### src/design/crc_framed_message_receiver_assert.svh
// ----------------------------------------------------------------------------
// crc_framed_message_receiver_assert.svh
// Assertion macros shared by the receiver RTL.
// ----------------------------------------------------------------------------
`ifndef CRC_FRAMED_MESSAGE_RECEIVER_ASSERT_SVH
`define CRC_FRAMED_MESSAGE_RECEIVER_ASSERT_SVH

// same-cycle implication, checked out of reset
`define CFMR_ASSERT_IMPLY(label, clk, rst_n, ante, cons) \
	label: assert property (@(posedge clk) disable iff (!(rst_n)) (ante) |-> (cons)) \
		else $error("cfmr: implication check failed");

// next-cycle implication, checked out of reset
`define CFMR_ASSERT_NEXT(label, clk, rst_n, ante, cons) \
	label: assert property (@(posedge clk) disable iff (!(rst_n)) (ante) |=> (cons)) \
		else $error("cfmr: next-cycle check failed");

`endif

### src/design/cfmr_pkg.sv
// ----------------------------------------------------------------------------
// cfmr_pkg
// Types, codes and the byte-wide CRC-16-CCITT update for the frame receiver.
// ----------------------------------------------------------------------------
package cfmr_pkg;

	typedef enum logic [2:0] {
		PH_WAIT      = 3'd0,
		PH_ACK       = 3'd1,
		PH_LEN_LO    = 3'd2,
		PH_LEN_HI    = 3'd3,
		PH_DATA_RESP = 3'd4,
		PH_DATA_CMD  = 3'd5,
		PH_CRC_LO    = 3'd6,
		PH_CRC_HI    = 3'd7
	} phase_t;

	typedef enum logic [2:0] {
		EV_NONE         = 3'd0,
		EV_REJECT       = 3'd1,
		EV_RESP_OK      = 3'd2,
		EV_RESP_CORRUPT = 3'd3,
		EV_CRC_FAIL     = 3'd4,
		EV_CMD_OK       = 3'd5
	} event_t;

	typedef enum logic [2:0] {
		REG_CMD_LIMIT    = 3'd0,
		REG_CONNECT_CODE = 3'd1,
		REG_MAX_LENGTH   = 3'd2,
		REG_CRC_LSB      = 3'd3
	} reg_idx_t;

	localparam logic [7:0]  ACK_DATA   = 8'h55;
	localparam logic [7:0]  ACK_NODATA = 8'hA5;
	localparam logic [15:0] CRC_INIT   = 16'hFFFF;
	localparam logic [15:0] CRC_POLY   = 16'h1021;
	localparam logic [15:0] MIN_LENGTH = 16'd3;
	localparam logic [15:0] CRC_BYTES  = 16'd2;

	localparam logic [7:0]  RST_CMD_LIMIT    = 8'd16;
	localparam logic [6:0]  RST_CONNECT_CODE = 7'd1;
	localparam logic [15:0] RST_MAX_LENGTH   = 16'd256;
	localparam logic        RST_CRC_LSB      = 1'b1;

	// one byte through the serial CRC, eight bit steps
	function automatic logic [15:0] crc_feed(input logic [15:0] crc, input logic [7:0] b,
			input logic lsb_first);
		logic [15:0] c;
		logic        fb;
		c = crc;
		for (int i = 0; i < 8; i++) begin
			fb = c[15] ^ (lsb_first ? b[i] : b[7-i]);
			c  = {c[14:0], 1'b0};
			if (fb) begin
				c = c ^ CRC_POLY;
			end
		end
		return c;
	endfunction

endpackage

### src/design/crc_framed_message_receiver.sv
// ----------------------------------------------------------------------------
// crc_framed_message_receiver
// Frames serial bytes into response and command messages closed by a
// CRC-16-CCITT check and reports one result per byte.
// ----------------------------------------------------------------------------
//  channel   direction  handshake             payload
//  in        in         in_valid / in_stall   op, rx_byte
//  out       out        out_valid / out_stall event_res, data_*, payload_length,
//                                             command_code, command_data, is_connect
//  cfg       in         cfg_valid / cfg_ready cfg_index, cfg_data
//
//  One byte per cycle sustained while the output is not stalled.
//  Bytes land in an input register; the framing state and CRC update when the
//  byte leaves it, as the result register loads, one byte-wide CRC step per byte.
//  A stall at the output backs up through both registers to in_stall.
//  arst_n resets the framing state, valid flags and configuration.
// ----------------------------------------------------------------------------
module crc_framed_message_receiver (
	input  logic        clk,
	input  logic        arst_n,
	input  logic        in_valid,
	output logic        in_stall,
	input  logic        op,
	input  logic [7:0]  rx_byte,
	output logic        out_valid,
	input  logic        out_stall,
	output logic [2:0]  event_res,
	output logic        data_valid,
	output logic [7:0]  data_byte,
	output logic [15:0] data_index,
	output logic [15:0] payload_length,
	output logic [6:0]  command_code,
	output logic [7:0]  command_data,
	output logic        is_connect,
	input  logic        cfg_valid,
	output logic        cfg_ready,
	input  logic [2:0]  cfg_index,
	input  logic [15:0] cfg_data
);
	import cfmr_pkg::*;

	// configuration
	logic [7:0]  cmd_limit_q;
	logic [6:0]  connect_code_q;
	logic [15:0] max_length_q;
	logic        crc_lsb_q;

	// input stage
	logic        s1_valid_q;
	logic        op_s1;
	logic [7:0]  byte_s1;
	logic        s1_adv;

	// framing state
	phase_t      phase_q, phase_d;
	logic [15:0] bytes_remaining_q, bytes_remaining_d;
	logic [15:0] crc_q, crc_d;
	logic [7:0]  crc_low_q, crc_low_d;
	logic        armed_q, armed_d;
	logic [7:0]  expected_q, expected_d;
	logic [15:0] write_index_q, write_index_d;
	logic [15:0] frame_length_q, frame_length_d;
	logic [6:0]  held_cmd_q, held_cmd_d;
	logic [7:0]  held_data_q, held_data_d;

	// result
	logic        out_valid_q;
	event_t      ev_d, ev_q;
	logic        dv_d, dv_q;
	logic [7:0]  db_d, db_q;
	logic [15:0] di_d, di_q;
	logic [15:0] plen_d, plen_q;
	logic [6:0]  cc_d, cc_q;
	logic [7:0]  cd_d, cd_q;
	logic        conn_d, conn_q;

	logic [15:0] crc_fed;
	logic [15:0] len_full;
	logic [15:0] br_dec;

	assign cfg_ready = 1'b1;

	always_ff @(posedge clk or negedge arst_n) begin
		if (!arst_n) begin
			cmd_limit_q    <= RST_CMD_LIMIT;
			connect_code_q <= RST_CONNECT_CODE;
			max_length_q   <= RST_MAX_LENGTH;
			crc_lsb_q      <= RST_CRC_LSB;
		end else if (cfg_valid && cfg_ready) begin
			case (cfg_index)
				REG_CMD_LIMIT:    cmd_limit_q    <= cfg_data[7:0];
				REG_CONNECT_CODE: connect_code_q <= cfg_data[6:0];
				REG_MAX_LENGTH:   max_length_q   <= cfg_data;
				REG_CRC_LSB:      crc_lsb_q      <= cfg_data[0];
				default: ;
			endcase
		end
	end

	// the input register moves on whenever the result register is free or draining
	assign s1_adv   = s1_valid_q && (!out_valid_q || !out_stall);
	assign in_stall = s1_valid_q && !s1_adv;

	always_ff @(posedge clk or negedge arst_n) begin
		if (!arst_n) begin
			s1_valid_q <= 1'b0;
		end else if (!in_stall) begin
			s1_valid_q <= in_valid;
		end
	end

	always_ff @(posedge clk) begin
		if (in_valid && !in_stall) begin
			op_s1   <= op;
			byte_s1 <= rx_byte;
		end
	end

	assign crc_fed  = crc_feed((phase_q == PH_WAIT) ? CRC_INIT : crc_q, byte_s1, crc_lsb_q);
	assign len_full = {byte_s1, bytes_remaining_q[7:0]};
	assign br_dec   = bytes_remaining_q - 16'd1;

	always_comb begin
		phase_d           = phase_q;
		bytes_remaining_d = bytes_remaining_q;
		crc_d             = crc_q;
		crc_low_d         = crc_low_q;
		armed_d           = armed_q;
		expected_d        = expected_q;
		write_index_d     = write_index_q;
		frame_length_d    = frame_length_q;
		held_cmd_d        = held_cmd_q;
		held_data_d       = held_data_q;
		ev_d              = EV_NONE;
		dv_d              = 1'b0;
		db_d              = '0;
		di_d              = '0;
		plen_d            = '0;
		cc_d              = '0;
		cd_d              = '0;
		conn_d            = 1'b0;
		if (op_s1) begin
			expected_d = {1'b1, byte_s1[6:0]};
			armed_d    = 1'b1;
		end else begin
			case (phase_q)
				PH_WAIT: begin
					if (armed_q && byte_s1[7] && byte_s1 == expected_q) begin
						phase_d        = PH_ACK;
						frame_length_d = '0;
						crc_d          = crc_fed;
					end else if (!byte_s1[7] && byte_s1 < cmd_limit_q) begin
						phase_d        = PH_DATA_CMD;
						held_cmd_d     = byte_s1[6:0];
						frame_length_d = '0;
						crc_d          = crc_fed;
					end else begin
						ev_d = EV_REJECT;
					end
				end
				PH_ACK: begin
					if (byte_s1 == ACK_DATA) begin
						phase_d = PH_LEN_LO;
						crc_d   = crc_fed;
					end else if (byte_s1 == ACK_NODATA) begin
						ev_d    = EV_RESP_OK;
						armed_d = 1'b0;
						phase_d = PH_WAIT;
						crc_d   = crc_fed;
					end else begin
						ev_d    = EV_RESP_CORRUPT;
						armed_d = 1'b0;
						phase_d = PH_WAIT;
					end
				end
				PH_LEN_LO: begin
					bytes_remaining_d = {8'd0, byte_s1};
					crc_d             = crc_fed;
					phase_d           = PH_LEN_HI;
				end
				PH_LEN_HI: begin
					bytes_remaining_d = len_full;
					if (len_full >= MIN_LENGTH && len_full <= max_length_q) begin
						frame_length_d = len_full;
						write_index_d  = '0;
						crc_d          = crc_fed;
						phase_d        = PH_DATA_RESP;
					end else begin
						ev_d    = EV_RESP_CORRUPT;
						armed_d = 1'b0;
						phase_d = PH_WAIT;
					end
				end
				PH_DATA_RESP: begin
					dv_d              = 1'b1;
					db_d              = byte_s1;
					di_d              = write_index_q;
					write_index_d     = write_index_q + 16'd1;
					crc_d             = crc_fed;
					bytes_remaining_d = br_dec;
					if (br_dec <= CRC_BYTES) begin
						phase_d = PH_CRC_LO;
					end
				end
				PH_DATA_CMD: begin
					held_data_d = byte_s1;
					crc_d       = crc_fed;
					phase_d     = PH_CRC_LO;
				end
				PH_CRC_LO: begin
					crc_low_d = byte_s1;
					phase_d   = PH_CRC_HI;
				end
				default: begin
					// frame length zero marks a command frame
					if (frame_length_q != '0) begin
						if ({byte_s1, crc_low_q} == crc_q) begin
							ev_d   = EV_RESP_OK;
							plen_d = frame_length_q - CRC_BYTES;
						end else begin
							ev_d = EV_CRC_FAIL;
						end
						armed_d = 1'b0;
					end else if ({byte_s1, crc_low_q} == crc_q) begin
						ev_d   = EV_CMD_OK;
						cc_d   = held_cmd_q;
						cd_d   = held_data_q;
						conn_d = (held_cmd_q == connect_code_q);
					end
					phase_d = PH_WAIT;
				end
			endcase
		end
	end

	always_ff @(posedge clk or negedge arst_n) begin
		if (!arst_n) begin
			phase_q           <= PH_WAIT;
			bytes_remaining_q <= '0;
			crc_q             <= CRC_INIT;
			crc_low_q         <= '0;
			armed_q           <= 1'b0;
			expected_q        <= '0;
			write_index_q     <= '0;
			frame_length_q    <= '0;
			held_cmd_q        <= '0;
			held_data_q       <= '0;
		end else if (s1_adv) begin
			phase_q           <= phase_d;
			bytes_remaining_q <= bytes_remaining_d;
			crc_q             <= crc_d;
			crc_low_q         <= crc_low_d;
			armed_q           <= armed_d;
			expected_q        <= expected_d;
			write_index_q     <= write_index_d;
			frame_length_q    <= frame_length_d;
			held_cmd_q        <= held_cmd_d;
			held_data_q       <= held_data_d;
		end
	end

	always_ff @(posedge clk or negedge arst_n) begin
		if (!arst_n) begin
			out_valid_q <= 1'b0;
		end else if (s1_adv) begin
			out_valid_q <= 1'b1;
		end else if (!out_stall) begin
			out_valid_q <= 1'b0;
		end
	end

	always_ff @(posedge clk) begin
		if (s1_adv) begin
			ev_q   <= ev_d;
			dv_q   <= dv_d;
			db_q   <= db_d;
			di_q   <= di_d;
			plen_q <= plen_d;
			cc_q   <= cc_d;
			cd_q   <= cd_d;
			conn_q <= conn_d;
		end
	end

	assign out_valid      = out_valid_q;
	assign event_res      = ev_q;
	assign data_valid     = dv_q;
	assign data_byte      = db_q;
	assign data_index     = di_q;
	assign payload_length = plen_q;
	assign command_code   = cc_q;
	assign command_data   = cd_q;
	assign is_connect     = conn_q;

`include "crc_framed_message_receiver_assert.svh"

	`CFMR_ASSERT_IMPLY(a_data_in_range, clk, arst_n, phase_q == PH_DATA_RESP,
		bytes_remaining_q >= MIN_LENGTH)
	`CFMR_ASSERT_IMPLY(a_connect_on_cmd, clk, arst_n, out_valid_q && conn_q,
		ev_q == EV_CMD_OK)
	`CFMR_ASSERT_IMPLY(a_data_no_event, clk, arst_n, out_valid_q && dv_q,
		ev_q == EV_NONE)
	`CFMR_ASSERT_IMPLY(a_stall_needs_full, clk, arst_n, in_stall,
		s1_valid_q && out_valid_q && out_stall)
	`CFMR_ASSERT_NEXT(a_result_follows, clk, arst_n, s1_adv, out_valid_q)

endmodule
### config.mk
export PLATFORM = sky130hd
export DESIGN_NAME = crc_framed_message_receiver
export DESIGN_NICKNAME = d
export VERILOG_FILES = /design/src/design/cfmr_pkg.sv /design/src/design/crc_framed_message_receiver.sv
export VERILOG_INCLUDE_DIRS = /design/src /design/src/design
export SDC_FILE = /design/constraint.sdc
export NUM_CORES = 1
export LEC_CHECK = 0
export BUFFER_PORTS_ARGS = -buffer_cell sky130_fd_sc_hd__buf_4
export CAP_MARGIN = 20
export CORE_MARGIN = 2
export CORE_UTILIZATION = 50
export CTS_CLUSTER_DIAMETER = 60
export CTS_CLUSTER_SIZE = 12
export DETAILED_ROUTE_END_ITERATION = 16
export GPL_TIMING_DRIVEN = 0
export HOLD_SLACK_MARGIN = 0.08
export MAX_ROUTING_LAYER = met4
export PLACE_DENSITY = 0.74
export SLEW_MARGIN = 10
export SYNTH_ARGS = -nofsm -noshare
export SYNTH_HDL_FRONTEND = slang
export SYNTH_SLANG_ARGS = --single-unit
### constraint.sdc
create_clock -name clk -period 7.4 [get_ports clk]
set_input_delay 0.74 -clock clk [delete_from_list [all_inputs] [get_ports clk]]
set_output_delay 0.74 -clock clk [all_outputs]
set_load 0.02 [all_outputs]
==> flow_summary.toml <==
[pwr]
p_per_area_nw_per_um2 = 312
power.share.switching = 0.323
p_sw_mw = 1.19
ir_drop_uv = 199
intPower_mw = 2.50
clockPowerShare = 0.267
p_comb_frac = 0.304
finalPower_mw = 3.70
power_frac_seq = 0.428
p_leak_nw = 5.06

[detailed_routing]
route.vias.total = 7266
wl_per_cell_um = 17.5
first_pass_iters = 5
vias_per_cell = 5.50
drt_wl_total_mm = 23.2
drt-initial-drc-count = 574
ant_nets = 0
drc_errors = 0

[clock_network]
cts.sinks = 202
post_cts_buffers = 0
root_buffer = "clkbuf_16"
clk_latency_ns = 0.49
cts_made_buffers = 21
cts_resized = 0
hold_buffers = 0
h-tree-depth = 1
cts_buffer_depth = 3
cts_tree = "built"
clk_pin_slew_worst_paths_ns = 0.06

[setup_path]
worst-path-buf-inv = 2
crit_path_start_kind = "register"
cp_cell_sequence = "clkbuf_1 -> xnor2_1 -> nand4_1 -> nor4_1 -> and3_1 -> clkbuf_1 -> and2_1"
crit_path_end_kind = "register"
required_ns = 7.74
crit_family = "simple AND/OR/NAND/NOR gates"
path_max_fanout = 10
cpPeakStageDelay_ns = 0.87
cp_slowest_cell = "nor4_1"
crit_arrival_ns = 3.92
crit_top_cell = "clkbuf_1"
criticalPathCategory = "register to register"

[die]
die_h_um = 146
row_count = 51
fp.coreArea_sq_um = 19700
initial_utilization = 0.514
fp.dieArea_sq_um = 21400
die_x_um = 146
ios = 96

[yosys]
synth_ff_type = "dfrtp_1"
synth_seq_cells = 202
avgSynthCellArea_sq_um = 10.9
synth_edf_count = 69
async_flop_share = 0.658
yosysTopAreaCell = "dfrtp_1"
synth_fp_nets = 986
synthCells = 923
yosys-top-cells-area = "dfrtp_1 28%, edfxtp_1 21%, xnor2_1 5.3%, dfstp_2 5.2%, mux2_2 4.8%"
syn_area_sq_um = 10100
synthDistinctLibCells = 60
ys_warn_count = 0
synth_seq_area_share = 0.537
yosysTopAreaCellShare = 0.280

[timing]
setup_tns_ns = 0
slew_violations = 0
hold_viol_final = 0
max_slew.worst_pin.slew_ns = 0.997
grt_setup_unrepaired = "false"
min_period_over_period = 0.484
hold_slack_ns = 0.247
fmax_ghz = 0.279
final.min_clock_period_ns = 3.58
slew_headroom = 0.329
clock-skew-final_ns = 0.0149
finalSetupViolations = 0

[place]
port-buffer-count = 94
place.gp.congestion = 0.927
post-dp-hpwl_mm = 16.3

[finish]
antenna_cells = 0
drive_gt1_frac = 0.199
nets = 1106
nFillCells = 1625
final_core_util = 0.603
area_growth_pct = 17.3

[global_routing]
antenna_found_initial = 1
grt_max_degree = 73
grt_pass1_wl_mm = 37.8
track_usage = 0.226
grt_overflow_total = 0
grt_pass1_vias = 7168

[worst_hold_path]
hold_path_class = "input port to asynchronous set/reset pin"

[status]
status = "finished, final reports clean"

[job]
max_cap_viol_count = 0
-- synth_stat cells (all sizes together) (7+ instances only) --
master / number
dfrtp: 113
nand2: 80
o21ai: 73
edfxtp: 69
nor2: 66
xnor2: 61
mux2: 53
and2: 42
clkbuf: 41
a21oi: 36
inv: 31
ha: 30
nor3: 24
dfstp: 20
a22o: 18
or3: 15
xor2: 14
nand4: 13
and3: 11
nand2b: 10
nand3: 10
a21o: 9
nor4: 9
buf: 8
mux2i: 8
o31ai: 7
-- cell usage in the layout (no fill, tap or decap), drive strengths merged, types with 2 or more instances in the layout --
master,n
dfrtp,113
buf,105
nand2,80
clkbuf,76
o21ai,73
edfxtp,69
nor2,66
xnor2,61
mux2,53
and2,42
a21oi,36
inv,32
ha,30
nor3,24
dfstp,20
a22o,18
or3,15
xor2,14
nand4,13
and3,11
nand3,10
nand2b,10
nor4,9
a21o,9
mux2i,8
o31ai,7
a31oi,6
or4,5
nor2b,4
a22oi,4
a2111oi,4
nor3b,3
a211oi,3
or2,2
a211o,2
o2111ai,2
a311oi,2
-- worst register-to-register path, cell delays in order, from the launching register on --
cell,delay [ns]
edfxtp_1,0.51
clkbuf_1,0.74
xnor2_1,0.21
nand4_1,0.12
nor4_1,0.87
and3_1,0.48
clkbuf_1,0.32
and2_1,0.20
-- final timing paths --
kind	start	cells past startpoint	to	slack, ns
max in group asynchronous	arst_n	2	cmd_limit_q[4]$_DFFE_PN1P_	6.33
setup / recovery	byte_s1[7]$_DFFE_PP_	7	command_code[4]$_SDFFCE_PP0P_	3.82
hold / removal	arst_n	1	write_index_q[1]$_DFFE_PN0P_	0.25
setup reg to reg	byte_s1[7]$_DFFE_PP_	7	command_code[4]$_SDFFCE_PP0P_	3.82
min in group clk	rx_byte[0]	1	byte_s1[0]$_DFFE_PP_	0.42
hold reg to reg	s1_valid_q$_DFFE_PN0N_	1	out_valid$_DFFE_PN0P_	0.48
-- layout make-up --
class | instances | area [sq um] | area share
plain buffers | 49 | 213 | 0.0180
flip-flops and latches | 202 | 5430 | 0.458
repair buffers | 97 | 777 | 0.0656
clock buffers | 35 | 588 | 0.0496
inverters | 31 | 116 | 0.00982
multi-input cells | 641 | 4360 | 0.368
well taps | 265 | 332 | 0.0280
clock inverters | 2 | 38.8 | 0.00327
-- power groups by stage --
stage	logic (mW)	clock network [mW]	registers, mW
after floorplan	0.827	0	1.57
after global placement	1.08	0	1.60
after detailed placement	1.12	0	1.60
after CTS	1.13	1.00	1.58
after global routing	1.24	1.05	1.61
final	1.12	0.988	1.58
-- metrics by stage --
| step | instances | worst slack [ns] | area [sq um] |
|---|---|---|---|
| 4_1_cts | 1322 | 3.89 | 11800 |
| 2_1_floorplan | 923 | 1.89 | 10100 |
| 3_5_place_dp | 1285 | 3.95 | 11200 |
| 3_3_place_gp | 1282 | -0.728 | 11100 |
| 6_report | 1322 | 3.82 | 11800 |
| 5_1_grt | 1322 | 3.67 | 11800 |
-- routing by layer --
layer / part of all wire / GRT usage / up-vias / wire length [um]
met5: 0 / - / - / 0
met3: 0.054 / 0.0300 / 36 / 1260
met1: 0.46 / 0.310 / 3502 / 10600
met2: 0.47 / 0.362 / 224 / 10900
met4: 0.019 / 0.0519 / 0 / 430
li1: - / - / 3504 / -
-- sequential cells by signal, summed over array words and instances (netlist names), 16 cells and up --
| name | cells |
|---|---|
| payload_length | 16 |
| frame_length_q | 16 |
| max_length_q | 16 |
| crc_q | 16 |
| data_index | 16 |
| write_index_q | 16 |
| bytes_remaining_q | 16 |
-- kinds of logic (layout without fill, tap and decap cells) --
family,after synthesis,in the layout,synth area share
xor+xnor,75,75,0.0650
fa+ha+maj,30,30,0.0372
mux,61,61,0.0707
buf+inv,80,214,0.0326
simple gates,299,299,0.148
other cells,1,1,0.000371
flops,202,202,0.537
compound gates,175,175,0.109
Note: power is estimated with default switching activity, not from simulation.
